`config.mk`:
```
export PLATFORM = sky130hd
export DESIGN_NAME = lidar_hit_to_rotated_point_flat
export DESIGN_NICKNAME = d
export VERILOG_FILES = /design/src/rtl/lhrp_pkg.sv /design/src/rtl/lhrp_in_if.sv /design/src/rtl/lhrp_out_if.sv /design/src/rtl/lhrp_cfg_if.sv /design/src/rtl/lhrp_cordic.sv /design/src/rtl/lhrp_seq.sv /design/src/rtl/lidar_hit_to_rotated_point.sv /design/src/flat_wrapper.sv
export SDC_FILE = /design/constraint.sdc
export NUM_CORES = 2
export LEC_CHECK = 0
export BUFFER_PORTS_ARGS = -buffer_cell sky130_fd_sc_hd__buf_2
export CAP_MARGIN = 20
export CORE_ASPECT_RATIO = 1.4
export CORE_MARGIN = 3
export CORE_UTILIZATION = 55
export CTS_CLUSTER_SIZE = 28
export DETAILED_ROUTE_END_ITERATION = 8
export PLACE_DENSITY = 0.76
export SETUP_SLACK_MARGIN = 0.4
export SLEW_MARGIN = 15
export SYNTH_ARGS = -nofsm -noshare
export SYNTH_HDL_FRONTEND = slang
export SYNTH_SLANG_ARGS = --single-unit
```
`constraint.sdc`:
```
create_clock -name clk_i -period 33.5 [get_ports clk_i]
set_input_delay 5.025 -clock clk_i [delete_from_list [all_inputs] [get_ports clk_i]]
set_output_delay 5.025 -clock clk_i [all_outputs]
set_load 0.02 [all_outputs]
```
`src/rtl/lhrp_pkg.sv`:
```
package lhrp_pkg;

  localparam longint Q30_PI      = 64'sd3373259426;
  localparam longint Q30_HALF_PI = 64'sd1686629713;
  localparam longint Q30_STEP_0P2 = 64'sd214748365;
  localparam int     GAIN_W      = 30;
  localparam logic [GAIN_W-1:0] GAIN_Q30 = 30'd652032874;
  localparam int     DIST_FRAC   = 8;
  localparam int     STEP_W      = 5;
  localparam int     MAX_STEPS   = 32;
  localparam longint NO_HIT_RESET = 64'sd999900;

  localparam int CFG_IDX_W = 1;
  localparam logic [CFG_IDX_W-1:0] REG_ROTATION_STEP   = 1'd0;
  localparam logic [CFG_IDX_W-1:0] REG_NO_HIT_DISTANCE = 1'd1;

  typedef enum logic [3:0] {
    OP_NONE,
    OP_LD1,
    OP_LD2,
    OP_LD3,
    OP_WRAP,
    OP_FOLD,
    OP_GLO,
    OP_GHI,
    OP_GRND,
    OP_ITER
  } op_e;

  typedef enum logic [2:0] {
    ST_IDLE,
    ST_WRAP,
    ST_GLO,
    ST_GHI,
    ST_GRND,
    ST_ITER,
    ST_LOAD,
    ST_DONE
  } state_e;

  typedef struct packed {
    op_e               op;
    logic              comp;
    logic [STEP_W-1:0] step;
  } cmd_t;

  function automatic logic [30:0] atan_q30(input logic [STEP_W-1:0] i);
    logic [30:0] r;
    unique case (i)
      5'd0:  r = 31'd843314857;
      5'd1:  r = 31'd497837829;
      5'd2:  r = 31'd263043837;
      5'd3:  r = 31'd133525159;
      5'd4:  r = 31'd67021687;
      5'd5:  r = 31'd33543516;
      5'd6:  r = 31'd16775851;
      5'd7:  r = 31'd8388437;
      5'd8:  r = 31'd4194283;
      5'd9:  r = 31'd2097149;
      5'd10: r = 31'd1048576;
      5'd11: r = 31'd524288;
      5'd12: r = 31'd262144;
      5'd13: r = 31'd131072;
      5'd14: r = 31'd65536;
      5'd15: r = 31'd32768;
      5'd16: r = 31'd16384;
      5'd17: r = 31'd8192;
      5'd18: r = 31'd4096;
      5'd19: r = 31'd2048;
      5'd20: r = 31'd1024;
      5'd21: r = 31'd512;
      5'd22: r = 31'd256;
      5'd23: r = 31'd128;
      5'd24: r = 31'd64;
      5'd25: r = 31'd32;
      5'd26: r = 31'd16;
      5'd27: r = 31'd8;
      5'd28: r = 31'd4;
      5'd29: r = 31'd2;
      5'd30: r = 31'd1;
      5'd31: r = 31'd1;
      default: r = 31'd0;
    endcase
    return r;
  endfunction

endpackage

```
`src/rtl/lhrp_in_if.sv`:
```
interface lhrp_in_if #(
  parameter int DIST_BITS = 20
) ();
  logic                 valid;
  logic                 ready;
  logic signed [15:0]   horizontal_angle;
  logic signed [15:0]   vertical_angle;
  logic [DIST_BITS-1:0] distance;
  logic                 end_of_scan;

  modport source (
    output valid, horizontal_angle, vertical_angle, distance, end_of_scan,
    input  ready
  );
  modport sink (
    input  valid, horizontal_angle, vertical_angle, distance, end_of_scan,
    output ready
  );
endinterface

```
`src/rtl/lhrp_out_if.sv`:
```
interface lhrp_out_if #(
  parameter int DIST_BITS = 20
) ();
  logic                      valid;
  logic                      ready;
  logic signed [DIST_BITS:0] point_x;
  logic signed [DIST_BITS:0] point_y;
  logic signed [DIST_BITS:0] point_z;
  logic                      point_valid;
  logic                      scan_last;

  modport source (
    output valid, point_x, point_y, point_z, point_valid, scan_last,
    input  ready
  );
  modport sink (
    input  valid, point_x, point_y, point_z, point_valid, scan_last,
    output ready
  );
endinterface

```
`src/rtl/lhrp_cfg_if.sv`:
```
interface lhrp_cfg_if #(
  parameter int DATA_W = 20
) ();
  logic                           valid;
  logic                           ready;
  logic [lhrp_pkg::CFG_IDX_W-1:0] index;
  logic [DATA_W-1:0]              data;

  modport source (
    output valid, index, data,
    input  ready
  );
  modport sink (
    input  valid, index, data,
    output ready
  );
endinterface

```
`src/rtl/lhrp_cordic.sv`:
```
module lhrp_cordic #(
  parameter int ANGLE_FRAC_BITS = 13,
  parameter int DIST_BITS       = 20,
  parameter int V_W             = 31,
  parameter int A_W             = 35
) (
  input  logic                          clk_i,
  input  lhrp_pkg::cmd_t                cmd_i,
  input  logic [DIST_BITS-1:0]          dist_i,
  input  logic signed [15:0]            vert_i,
  input  logic signed [15:0]            horz_i,
  input  logic [ANGLE_FRAC_BITS+1:0]    scan_i,
  output logic                          in_range_o,
  output logic signed [V_W-1:0]         px_o,
  output logic signed [V_W-1:0]         py_o,
  output logic signed [V_W-1:0]         pz_o
);
  import lhrp_pkg::*;

  localparam int SH     = 30 - ANGLE_FRAC_BITS;
  localparam int MOP_W  = (V_W > 30) ? V_W - 15 : 15;
  localparam int PROD_W = MOP_W + GAIN_W;
  localparam int ACC_W  = PROD_W + 1;
  localparam logic signed [A_W-1:0] PI_A      = A_W'(Q30_PI);
  localparam logic signed [A_W-1:0] HALF_PI_A = A_W'(Q30_HALF_PI);
  localparam logic signed [A_W-1:0] TWO_PI_A  = A_W'(2 * Q30_PI);

  logic signed [V_W-1:0] x_q, y_q, z_q;
  logic signed [A_W-1:0] ang_q;
  logic [ACC_W-1:0]      acc_q;

  logic signed [A_W-1:0] vert_a, horz_a, scan_a;
  logic signed [V_W-1:0] dist_v;
  logic signed [V_W-1:0] v_sel, gain_res, dx, dy;
  logic                  neg;
  logic [V_W-1:0]        mag;
  logic [MOP_W+14:0]     mag_ext;
  logic [MOP_W-1:0]      mul_a;
  logic [PROD_W-1:0]     prod;
  logic [ACC_W-1:0]      rnd;
  logic [V_W-1:0]        r_mag;
  logic signed [A_W-1:0] at;
  logic                  ang_pos;

  assign vert_a = A_W'(vert_i) <<< SH;
  assign horz_a = A_W'(horz_i) <<< SH;
  assign scan_a = A_W'(scan_i) <<< SH;
  assign dist_v = V_W'(dist_i) <<< DIST_FRAC;

  assign in_range_o = (ang_q <= PI_A) && (ang_q > -PI_A);

  assign v_sel   = cmd_i.comp ? y_q : x_q;
  assign neg     = v_sel[V_W-1];
  assign mag     = neg ? -v_sel : v_sel;
  assign mag_ext = (MOP_W+15)'(mag);
  assign mul_a   = (cmd_i.op == OP_GHI) ? mag_ext[MOP_W+14:15] : MOP_W'(mag_ext[14:0]);
  assign prod    = PROD_W'(mul_a) * PROD_W'(GAIN_Q30);
  assign rnd     = (acc_q + ACC_W'(1 << 14)) >> 15;
  assign r_mag   = V_W'(rnd);
  assign gain_res = neg ? -$signed(r_mag) : $signed(r_mag);

  assign dx      = y_q >>> cmd_i.step;
  assign dy      = x_q >>> cmd_i.step;
  assign at      = A_W'(atan_q30(cmd_i.step));
  assign ang_pos = !ang_q[A_W-1];

  always_ff @(posedge clk_i) begin
    unique case (cmd_i.op)
      OP_LD1: begin
        x_q   <= dist_v;
        y_q   <= '0;
        ang_q <= vert_a;
      end
      OP_LD2: begin
        z_q   <= y_q;
        y_q   <= '0;
        ang_q <= horz_a;
      end
      OP_LD3: begin
        z_q   <= x_q;
        x_q   <= y_q;
        y_q   <= z_q;
        ang_q <= scan_a;
      end
      OP_WRAP: begin
        if (ang_q > PI_A) begin
          ang_q <= ang_q - TWO_PI_A;
        end else begin
          ang_q <= ang_q + TWO_PI_A;
        end
      end
      OP_FOLD: begin
        if (ang_q > HALF_PI_A) begin
          x_q   <= -x_q;
          y_q   <= -y_q;
          ang_q <= ang_q - PI_A;
        end else if (ang_q < -HALF_PI_A) begin
          x_q   <= -x_q;
          y_q   <= -y_q;
          ang_q <= ang_q + PI_A;
        end
      end
      OP_GLO: begin
        acc_q <= ACC_W'(prod >> 15);
      end
      OP_GHI: begin
        acc_q <= ACC_W'(prod) + acc_q;
      end
      OP_GRND: begin
        if (cmd_i.comp) begin
          y_q <= gain_res;
        end else begin
          x_q <= gain_res;
        end
      end
      OP_ITER: begin
        if (ang_pos) begin
          x_q   <= x_q - dx;
          y_q   <= y_q + dy;
          ang_q <= ang_q - at;
        end else begin
          x_q   <= x_q + dx;
          y_q   <= y_q - dy;
          ang_q <= ang_q + at;
        end
      end
      default: begin
      end
    endcase
  end

  assign px_o = z_q;
  assign py_o = x_q;
  assign pz_o = y_q;

endmodule

```
`src/rtl/lhrp_seq.sv`:
```
module lhrp_seq #(
  parameter int CORDIC_STEPS = 16
) (
  input  logic           clk_i,
  input  logic           rst_ni,
  input  logic           start_i,
  input  logic           start_hit_i,
  input  logic           in_range_i,
  input  logic           out_free_i,
  output lhrp_pkg::cmd_t cmd_o,
  output logic           idle_o,
  output logic           done_o
);
  import lhrp_pkg::*;

  localparam int ITERS = (CORDIC_STEPS > MAX_STEPS) ? MAX_STEPS : CORDIC_STEPS;
  localparam logic [STEP_W-1:0] LAST_STEP = STEP_W'(ITERS - 1);
  localparam logic [1:0] PASS_ELEV = 2'd0;
  localparam logic [1:0] PASS_AZIM = 2'd1;
  localparam logic [1:0] PASS_SCAN = 2'd2;

  state_e            state_q, state_d;
  logic [1:0]        pass_q, pass_d;
  logic              comp_q, comp_d;
  logic [STEP_W-1:0] cnt_q, cnt_d;

  always_ff @(posedge clk_i or negedge rst_ni) begin
    if (!rst_ni) begin
      state_q <= ST_IDLE;
      pass_q  <= PASS_ELEV;
      comp_q  <= 1'b0;
      cnt_q   <= '0;
    end else begin
      state_q <= state_d;
      pass_q  <= pass_d;
      comp_q  <= comp_d;
      cnt_q   <= cnt_d;
    end
  end

  always_comb begin
    state_d    = state_q;
    pass_d     = pass_q;
    comp_d     = comp_q;
    cnt_d      = cnt_q;
    cmd_o.op   = OP_NONE;
    cmd_o.comp = comp_q;
    cmd_o.step = cnt_q;
    done_o     = 1'b0;
    unique case (state_q)
      ST_IDLE: begin
        if (start_i) begin
          if (start_hit_i) begin
            pass_d   = PASS_ELEV;
            state_d  = ST_LOAD;
          end else begin
            state_d  = ST_DONE;
          end
        end
      end
      ST_WRAP: begin
        if (in_range_i) begin
          cmd_o.op = OP_FOLD;
          comp_d   = 1'b0;
          state_d  = ST_GLO;
        end else begin
          cmd_o.op = OP_WRAP;
        end
      end
      ST_GLO: begin
        cmd_o.op = OP_GLO;
        state_d  = ST_GHI;
      end
      ST_GHI: begin
        cmd_o.op = OP_GHI;
        state_d  = ST_GRND;
      end
      ST_GRND: begin
        cmd_o.op = OP_GRND;
        if (comp_q) begin
          cnt_d   = '0;
          state_d = ST_ITER;
        end else begin
          comp_d  = 1'b1;
          state_d = ST_GLO;
        end
      end
      ST_ITER: begin
        cmd_o.op = OP_ITER;
        cnt_d    = cnt_q + 1'b1;
        if (cnt_q == LAST_STEP) begin
          if (pass_q == PASS_SCAN) begin
            state_d = ST_DONE;
          end else begin
            pass_d  = pass_q + 1'b1;
            state_d = ST_LOAD;
          end
        end
      end
      ST_LOAD: begin
        unique case (pass_q)
          PASS_ELEV: cmd_o.op = OP_LD1;
          PASS_AZIM: cmd_o.op = OP_LD2;
          default:   cmd_o.op = OP_LD3;
        endcase
        state_d  = ST_WRAP;
      end
      ST_DONE: begin
        done_o = 1'b1;
        if (out_free_i) begin
          state_d = ST_IDLE;
        end
      end
      default: begin
        state_d = ST_IDLE;
      end
    endcase
  end

  assign idle_o = (state_q == ST_IDLE);

endmodule

```
`src/rtl/lidar_hit_to_rotated_point.sv`:
```
// Turns one lidar return (azimuth, elevation, distance) into a Cartesian point in millimetres,
// rotated about the x axis by the current scan angle, with outputs rounded and saturated.
// One return is worked at a time by a single shared CORDIC datapath run in three passes
// (elevation, azimuth, scan angle); the datapath's iterations set the rate. Each pass loads its
// vector, brings its angle into (-pi, pi] by whole turns, folds it, scales both components by
// the CORDIC gain and runs the iterations; a miss skips the passes and goes straight to the
// result. The input is not ready while a return is being worked. The finished point
// sits in an output register, so the next return is accepted while it waits to be taken.
// A return with end_of_scan advances the scan angle by rotation_step when its point is
// registered. Configuration writes are always accepted and must be issued while idle.
module lidar_hit_to_rotated_point #(
  parameter int ANGLE_FRAC_BITS = 13,
  parameter int DIST_BITS       = 20,
  parameter int CORDIC_STEPS    = 16
) (
  input  logic       clk_i,
  input  logic       rst_ni,
  lhrp_cfg_if.sink   cfg_i,
  lhrp_in_if.sink    hit_i,
  lhrp_out_if.source point_o
);
  import lhrp_pkg::*;

  localparam int ANG_W = ANGLE_FRAC_BITS + 2;
  localparam int V_W   = DIST_BITS + DIST_FRAC + 3;
  localparam int A_W   = (47 - ANGLE_FRAC_BITS > 35) ? 47 - ANGLE_FRAC_BITS : 35;
  localparam int SH    = 30 - ANGLE_FRAC_BITS;
  localparam logic [ANG_W:0] PI_ANG =
    (ANG_W+1)'((Q30_PI + (64'sd1 <<< (SH - 1))) >>> SH);
  localparam logic [ANG_W-1:0] STEP_RESET =
    ANG_W'((Q30_STEP_0P2 + (64'sd1 <<< (SH - 1))) >>> SH);
  localparam logic [DIST_BITS-1:0] NO_HIT_RST = DIST_BITS'(NO_HIT_RESET);
  localparam logic signed [V_W-8:0] OUT_MAX = (V_W-7)'((64'sd1 <<< DIST_BITS) - 1);

  function automatic logic signed [DIST_BITS:0] to_mm(input logic signed [V_W-1:0] v);
    logic signed [V_W:0]   s;
    logic signed [V_W-8:0] r;
    s = (V_W+1)'(v) + (V_W+1)'(1 << (DIST_FRAC - 1));
    r = (V_W-7)'(s >>> DIST_FRAC);
    if (r > OUT_MAX) begin
      r = OUT_MAX;
    end else if (r < -OUT_MAX) begin
      r = -OUT_MAX;
    end
    return (DIST_BITS+1)'(r);
  endfunction

  logic [ANG_W-1:0]     step_q;
  logic [DIST_BITS-1:0] no_hit_q;
  logic [ANG_W-1:0]     scan_angle_q, scan_angle_d;
  logic [ANG_W:0]       scan_sum;

  logic signed [15:0]   horz_q, vert_q;
  logic [DIST_BITS-1:0] dist_q;
  logic                 eos_q, hit_q;

  logic                      out_valid_q;
  logic signed [DIST_BITS:0] px_q, py_q, pz_q;
  logic                      pvalid_q, plast_q;

  logic                  hit_acc, out_free, out_load, idle, done, in_range;
  cmd_t                  cmd;
  logic signed [V_W-1:0] px, py, pz;

  assign cfg_i.ready = 1'b1;

  always_ff @(posedge clk_i or negedge rst_ni) begin
    if (!rst_ni) begin
      step_q   <= STEP_RESET;
      no_hit_q <= NO_HIT_RST;
    end else if (cfg_i.valid) begin
      unique case (cfg_i.index)
        REG_ROTATION_STEP:   step_q   <= cfg_i.data[ANG_W-1:0];
        REG_NO_HIT_DISTANCE: no_hit_q <= cfg_i.data[DIST_BITS-1:0];
      endcase
    end
  end

  assign hit_i.ready = idle;
  assign hit_acc     = hit_i.valid && idle;
  assign out_free    = !out_valid_q || point_o.ready;
  assign out_load    = done && out_free;

  always_ff @(posedge clk_i) begin
    if (hit_acc) begin
      horz_q <= hit_i.horizontal_angle;
      vert_q <= hit_i.vertical_angle;
      dist_q <= hit_i.distance;
      eos_q  <= hit_i.end_of_scan;
      hit_q  <= hit_i.distance < no_hit_q;
    end
  end

  lhrp_seq #(
    .CORDIC_STEPS (CORDIC_STEPS)
  ) u_seq (
    .clk_i       (clk_i),
    .rst_ni      (rst_ni),
    .start_i     (hit_acc),
    .start_hit_i (hit_i.distance < no_hit_q),
    .in_range_i  (in_range),
    .out_free_i  (out_free),
    .cmd_o       (cmd),
    .idle_o      (idle),
    .done_o      (done)
  );

  lhrp_cordic #(
    .ANGLE_FRAC_BITS (ANGLE_FRAC_BITS),
    .DIST_BITS       (DIST_BITS),
    .V_W             (V_W),
    .A_W             (A_W)
  ) u_cordic (
    .clk_i      (clk_i),
    .cmd_i      (cmd),
    .dist_i     (dist_q),
    .vert_i     (vert_q),
    .horz_i     (horz_q),
    .scan_i     (scan_angle_q),
    .in_range_o (in_range),
    .px_o       (px),
    .py_o       (py),
    .pz_o       (pz)
  );

  always_comb begin
    scan_sum = (ANG_W+1)'(scan_angle_q) + (ANG_W+1)'(step_q);
    if (scan_sum >= PI_ANG) begin
      scan_sum = scan_sum - PI_ANG;
    end
    scan_angle_d = scan_sum[ANG_W-1:0];
  end

  always_ff @(posedge clk_i or negedge rst_ni) begin
    if (!rst_ni) begin
      scan_angle_q <= '0;
      out_valid_q  <= 1'b0;
    end else begin
      if (out_load && eos_q) begin
        scan_angle_q <= scan_angle_d;
      end
      if (out_load) begin
        out_valid_q <= 1'b1;
      end else if (point_o.ready) begin
        out_valid_q <= 1'b0;
      end
    end
  end

  always_ff @(posedge clk_i) begin
    if (out_load) begin
      px_q     <= hit_q ? to_mm(px) : '0;
      py_q     <= hit_q ? to_mm(py) : '0;
      pz_q     <= hit_q ? to_mm(pz) : '0;
      pvalid_q <= hit_q;
      plast_q  <= eos_q;
    end
  end

  assign point_o.valid       = out_valid_q;
  assign point_o.point_x     = px_q;
  assign point_o.point_y     = py_q;
  assign point_o.point_z     = pz_q;
  assign point_o.point_valid = pvalid_q;
  assign point_o.scan_last   = plast_q;

  a_busy_after_accept: assert property (@(posedge clk_i) disable iff (!rst_ni)
    hit_acc |=> !hit_i.ready)
    else $error("input ready while a return is in work");

  a_miss_is_zero: assert property (@(posedge clk_i) disable iff (!rst_ni)
    point_o.valid && !point_o.point_valid |->
      point_o.point_x == '0 && point_o.point_y == '0 && point_o.point_z == '0)
    else $error("miss result carries a nonzero point");

  a_scan_angle_hold: assert property (@(posedge clk_i) disable iff (!rst_ni)
    !out_load |=> $stable(scan_angle_q))
    else $error("scan angle moved without a registered result");

endmodule

```
`src/flat_wrapper.sv`:
```
// flat-port wrapper written by rule: the top's interface ports become plain ports
module lidar_hit_to_rotated_point_flat import lhrp_pkg::*;
#(
  parameter int ANGLE_FRAC_BITS = 13,
  parameter int DIST_BITS       = 20,
  parameter int CORDIC_STEPS    = 16
)
  (clk_i, rst_ni, cfg_i_valid, cfg_i_index, cfg_i_data, cfg_i_ready, hit_i_valid, hit_i_horizontal_angle, hit_i_vertical_angle, hit_i_distance, hit_i_end_of_scan, hit_i_ready, point_o_valid, point_o_point_x, point_o_point_y, point_o_point_z, point_o_point_valid, point_o_scan_last, point_o_ready);
  lhrp_cfg_if #(.DATA_W(20)) cfg_i_i ();
  lhrp_in_if #(.DIST_BITS(DIST_BITS)) hit_i_i ();
  lhrp_out_if #(.DIST_BITS(DIST_BITS)) point_o_i ();
  input  logic clk_i;
  input  logic rst_ni;
  input wire logic [$bits(cfg_i_i.valid)-1:0] cfg_i_valid;
  input wire logic [$bits(cfg_i_i.index)-1:0] cfg_i_index;
  input wire logic [$bits(cfg_i_i.data)-1:0] cfg_i_data;
  output wire logic [$bits(cfg_i_i.ready)-1:0] cfg_i_ready;
  input wire logic [$bits(hit_i_i.valid)-1:0] hit_i_valid;
  input wire logic [$bits(hit_i_i.horizontal_angle)-1:0] hit_i_horizontal_angle;
  input wire logic [$bits(hit_i_i.vertical_angle)-1:0] hit_i_vertical_angle;
  input wire logic [$bits(hit_i_i.distance)-1:0] hit_i_distance;
  input wire logic [$bits(hit_i_i.end_of_scan)-1:0] hit_i_end_of_scan;
  output wire logic [$bits(hit_i_i.ready)-1:0] hit_i_ready;
  output wire logic [$bits(point_o_i.valid)-1:0] point_o_valid;
  output wire logic [$bits(point_o_i.point_x)-1:0] point_o_point_x;
  output wire logic [$bits(point_o_i.point_y)-1:0] point_o_point_y;
  output wire logic [$bits(point_o_i.point_z)-1:0] point_o_point_z;
  output wire logic [$bits(point_o_i.point_valid)-1:0] point_o_point_valid;
  output wire logic [$bits(point_o_i.scan_last)-1:0] point_o_scan_last;
  input wire logic [$bits(point_o_i.ready)-1:0] point_o_ready;
  assign cfg_i_i.valid = cfg_i_valid;
  assign cfg_i_i.index = cfg_i_index;
  assign cfg_i_i.data = cfg_i_data;
  assign cfg_i_ready = cfg_i_i.ready;
  assign hit_i_i.valid = hit_i_valid;
  assign hit_i_i.horizontal_angle = hit_i_horizontal_angle;
  assign hit_i_i.vertical_angle = hit_i_vertical_angle;
  assign hit_i_i.distance = hit_i_distance;
  assign hit_i_i.end_of_scan = hit_i_end_of_scan;
  assign hit_i_ready = hit_i_i.ready;
  assign point_o_valid = point_o_i.valid;
  assign point_o_point_x = point_o_i.point_x;
  assign point_o_point_y = point_o_i.point_y;
  assign point_o_point_z = point_o_i.point_z;
  assign point_o_point_valid = point_o_i.point_valid;
  assign point_o_scan_last = point_o_i.scan_last;
  assign point_o_i.ready = point_o_ready;
  lidar_hit_to_rotated_point #(.ANGLE_FRAC_BITS(ANGLE_FRAC_BITS), .DIST_BITS(DIST_BITS), .CORDIC_STEPS(CORDIC_STEPS)) u_core (.clk_i(clk_i), .rst_ni(rst_ni), .cfg_i(cfg_i_i), .hit_i(hit_i_i), .point_o(point_o_i));
endmodule
```
==> impl_metrics.ini <==
[setup_path]
critical_path.slowest_cell = nor3_1
cp_max_fo = 61
crit_path_max_incr_delay_ns = 0.92
worstSetupStartpointType = flip-flop
critPathArrivalTime_ns = 13.83
cp_top_family = compound AO/OA/AOI/OAI gates
worstPathRequired_ns = 33.82
cp.buffers_inverters = 5
worstSetupEndpointType = flip-flop
crit_type = flip-flop to flip-flop
crit_top_cell = fa_1

[timing]
whs_ns = 0.454
max_freq_mhz = 74.1
fin_crit_sh_pct = 40.3
rsz0062_at_grt = false
slew_headroom_pct = 20.8
hold_viol_final = 0
clock_skew_ns = 0.0372
period_needed_ns = 13.50
report.final.slew_viol_count = 0
finalSetupViolCount = 0
tightest_slew_ns = 1.19
fin_tns_setup_ns = 0

[detailed_routing]
via_per_inst = 6.62
drt_pass1_iterations = 7
totalWireLength_microns = 162000
first_iter_violations = 4655
final_antenna_net_count = 0
drc = 0
vias = 43400
routedWlPerCell_microns = 24.7

[global_routing]
grt_pass1_vias = 42600
overflow = 0
antenna_found_initial = 2
grtUsageMet2_pct = 58.6
grt_max_degree = 90
grt_use_met3_pct = 6.46
grtUsageMet1_pct = 41.2
grt-busiest-layer = met2
grtUsageTotal_pct = 35.6
grt_pass1_wl_microns = 246000

[floorplan]
die_y_microns = 352
initial_core_util_pct = 55.7
io_pins = 147
core-area_sq_um = 84700
dieWidth_microns = 253
core.rowCount = 126
die-area_sq_um = 89300

[synth]
syn-mean-instance-area_sq_um = 8.61
synth_most_common_cell = nor2_1
ys_types = 123
synth_top_area_share_pct = 18.6
synthCells = 5474
synth_xor_xnor_area_share_pct = 9.12
ys.flop_type = edfxtp_1
synth_area_leaders = edfxtp_1, ha_1, fa_1
synth_seq_cells = 354
synth_compound_area_share_pct = 19.7
yosysWarnings = 0
synthArstFlopShare_pct = 17.5
synthMuxAreaShare_pct = 8.20
synthTopCellsByCount = nor2_1, nand2_1, inv_1
synth_seq_area_share_pct = 21.9
synth_top_family_by_area = compound AO/OA/AOI/OAI gates
synth_edf_count = 292
synth-simple-area-share_pct = 16.7
synth_top_area_cell = edfxtp_1
synthAdderAreaFrac_pct = 18.1
syn_area_sq_um = 47100

[clock_network]
clk_pin_slew_ns = 0.06
cts_setup_buffers = 0
cts_tree = built
clock_sinks = 354
cts-root-buf = clkbuf_16
ctsResizeCount = 0
ctsHoldBuffers = 0
cts_htree_levels = 2
clockBufferDepth = 3
clk_latency_ns = 0.63
numCtsBuffers = 40

[run]
maxCapViolCount = 0

[cells_and_area]
n_fill_cell = 7384
syn2layout_area_growth_pct = 6.04
final_nets = 6094
drive_gt1_share_pct = 11.3

[place]
dp.final_hpwl_microns = 124000
numPortBuffers = 145
gp_congestion = 1.02

[hold_path]
min_path_type = flip-flop to flip-flop

[status]
status = complete, no violations
==> metal layers <==
layer | up-vias | wire length [microns]
met5 | - | 0
met4 | 0 | 14700
met3 | 677 | 15200
met2 | 2286 | 75600
met1 | 20700 | 56400
li1 | 19700 | -
==> sequential cells by signal (all words and copies together), names as in the netlist, 15 cells and up <==
register,count
u_core.dist_q,20
u_core.horz_q,16
u_core.no_hit_q,20
u_core.point_o.point_x,21
u_core.point_o.point_y,21
u_core.point_o.point_z,21
u_core.scan_angle_q,15
u_core.step_q,15
u_core.u_cordic.acc_q,45
u_core.u_cordic.ang_q,35
u_core.u_cordic.px_o,31
u_core.u_cordic.py_o,31
u_core.u_cordic.pz_o,31
u_core.vert_q,16
==> through the flow <==
stage	cells	area, sq um	util [%]	setup slack (ns)
final	6562	50000	59.0	20.00
after global routing	6560	50000	59.0	19.08
after CTS	6558	49900	59.0	20.20
after detailed placement	6485	48600	57.4	20.23
after global placement	6485	48600	57.4	20.50
after floorplan	5476	47100	-	20.82
==> cells by family after synthesis <==
family,Yosys count
AND/OR/NAND/NOR,1617
XOR/XNOR,490
other,2
adder cells (fa/ha/maj),575
multiplexers,275
buffers and inverters,717
AO/OA/AOI/OAI,1444
flip-flops,354
==> cells in the final DEF, fill, tap and decap left out, drive strengths merged, types with 17 or more instances in the layout <==
master / count
xor2: 215
or2: 39
a222oi: 25
and2: 44
nand2: 440
a211oi: 43
ha: 393
buf: 228
o22ai: 23
a31o: 17
clkbuf: 49
dfrtp: 45
o21bai: 28
nand4: 49
inv: 416
xnor2: 275
nand2b: 66
and3: 59
a21oi: 384
or3: 42
dfstp: 17
a221oi: 35
mux2i: 94
o21a: 67
a22oi: 33
nand3: 140
nor4: 31
nor3: 115
nor2: 451
o211ai: 41
a31oi: 83
nor2b: 50
mux2: 104
fa: 181
a21o: 123
o21ai: 369
o31ai: 26
nor3b: 25
edfxtp: 292
mux4: 77
==> final timing paths <==
kind / from / endpoint / slack (ns) / cells past startpoint
max: u_core.u_seq.comp_q / u_core.u_cordic.acc_q[43] / 20.00 / 42
min: u_core.eos_q / u_core.point_o.scan_last / 0.45 / 0
max reg2reg: u_core.u_seq.comp_q / u_core.u_cordic.acc_q[43] / 20.00 / 42
min reg2reg: u_core.eos_q / u_core.point_o.scan_last / 0.45 / 0
max in group asynchronous: rst_ni / u_core.u_seq.cnt_q[0] / 28.21 / 2
min in group asynchronous: rst_ni / u_core.scan_angle_q[6] / 4.63 / 2
==> area by class of cell <==
| type | count | area (sq um) | area share (%) |
|---|---|---|---|
| antenna | 2 | 5.00 | 0.0100 |
| clock buffer | 48 | 1110 | 2.23 |
| clock inverter | 25 | 250 | 0.501 |
| inverter | 411 | 1540 | 3.09 |
| multi-input combinational | 4405 | 34000 | 68.0 |
| sequential | 354 | 10400 | 20.7 |
| tap | 1088 | 1360 | 2.72 |
| timing repair buffer | 229 | 1360 | 2.71 |
Power is not shown: default switching activity piles up to over one toggle a cycle in this logic, so the estimate is an artifact.
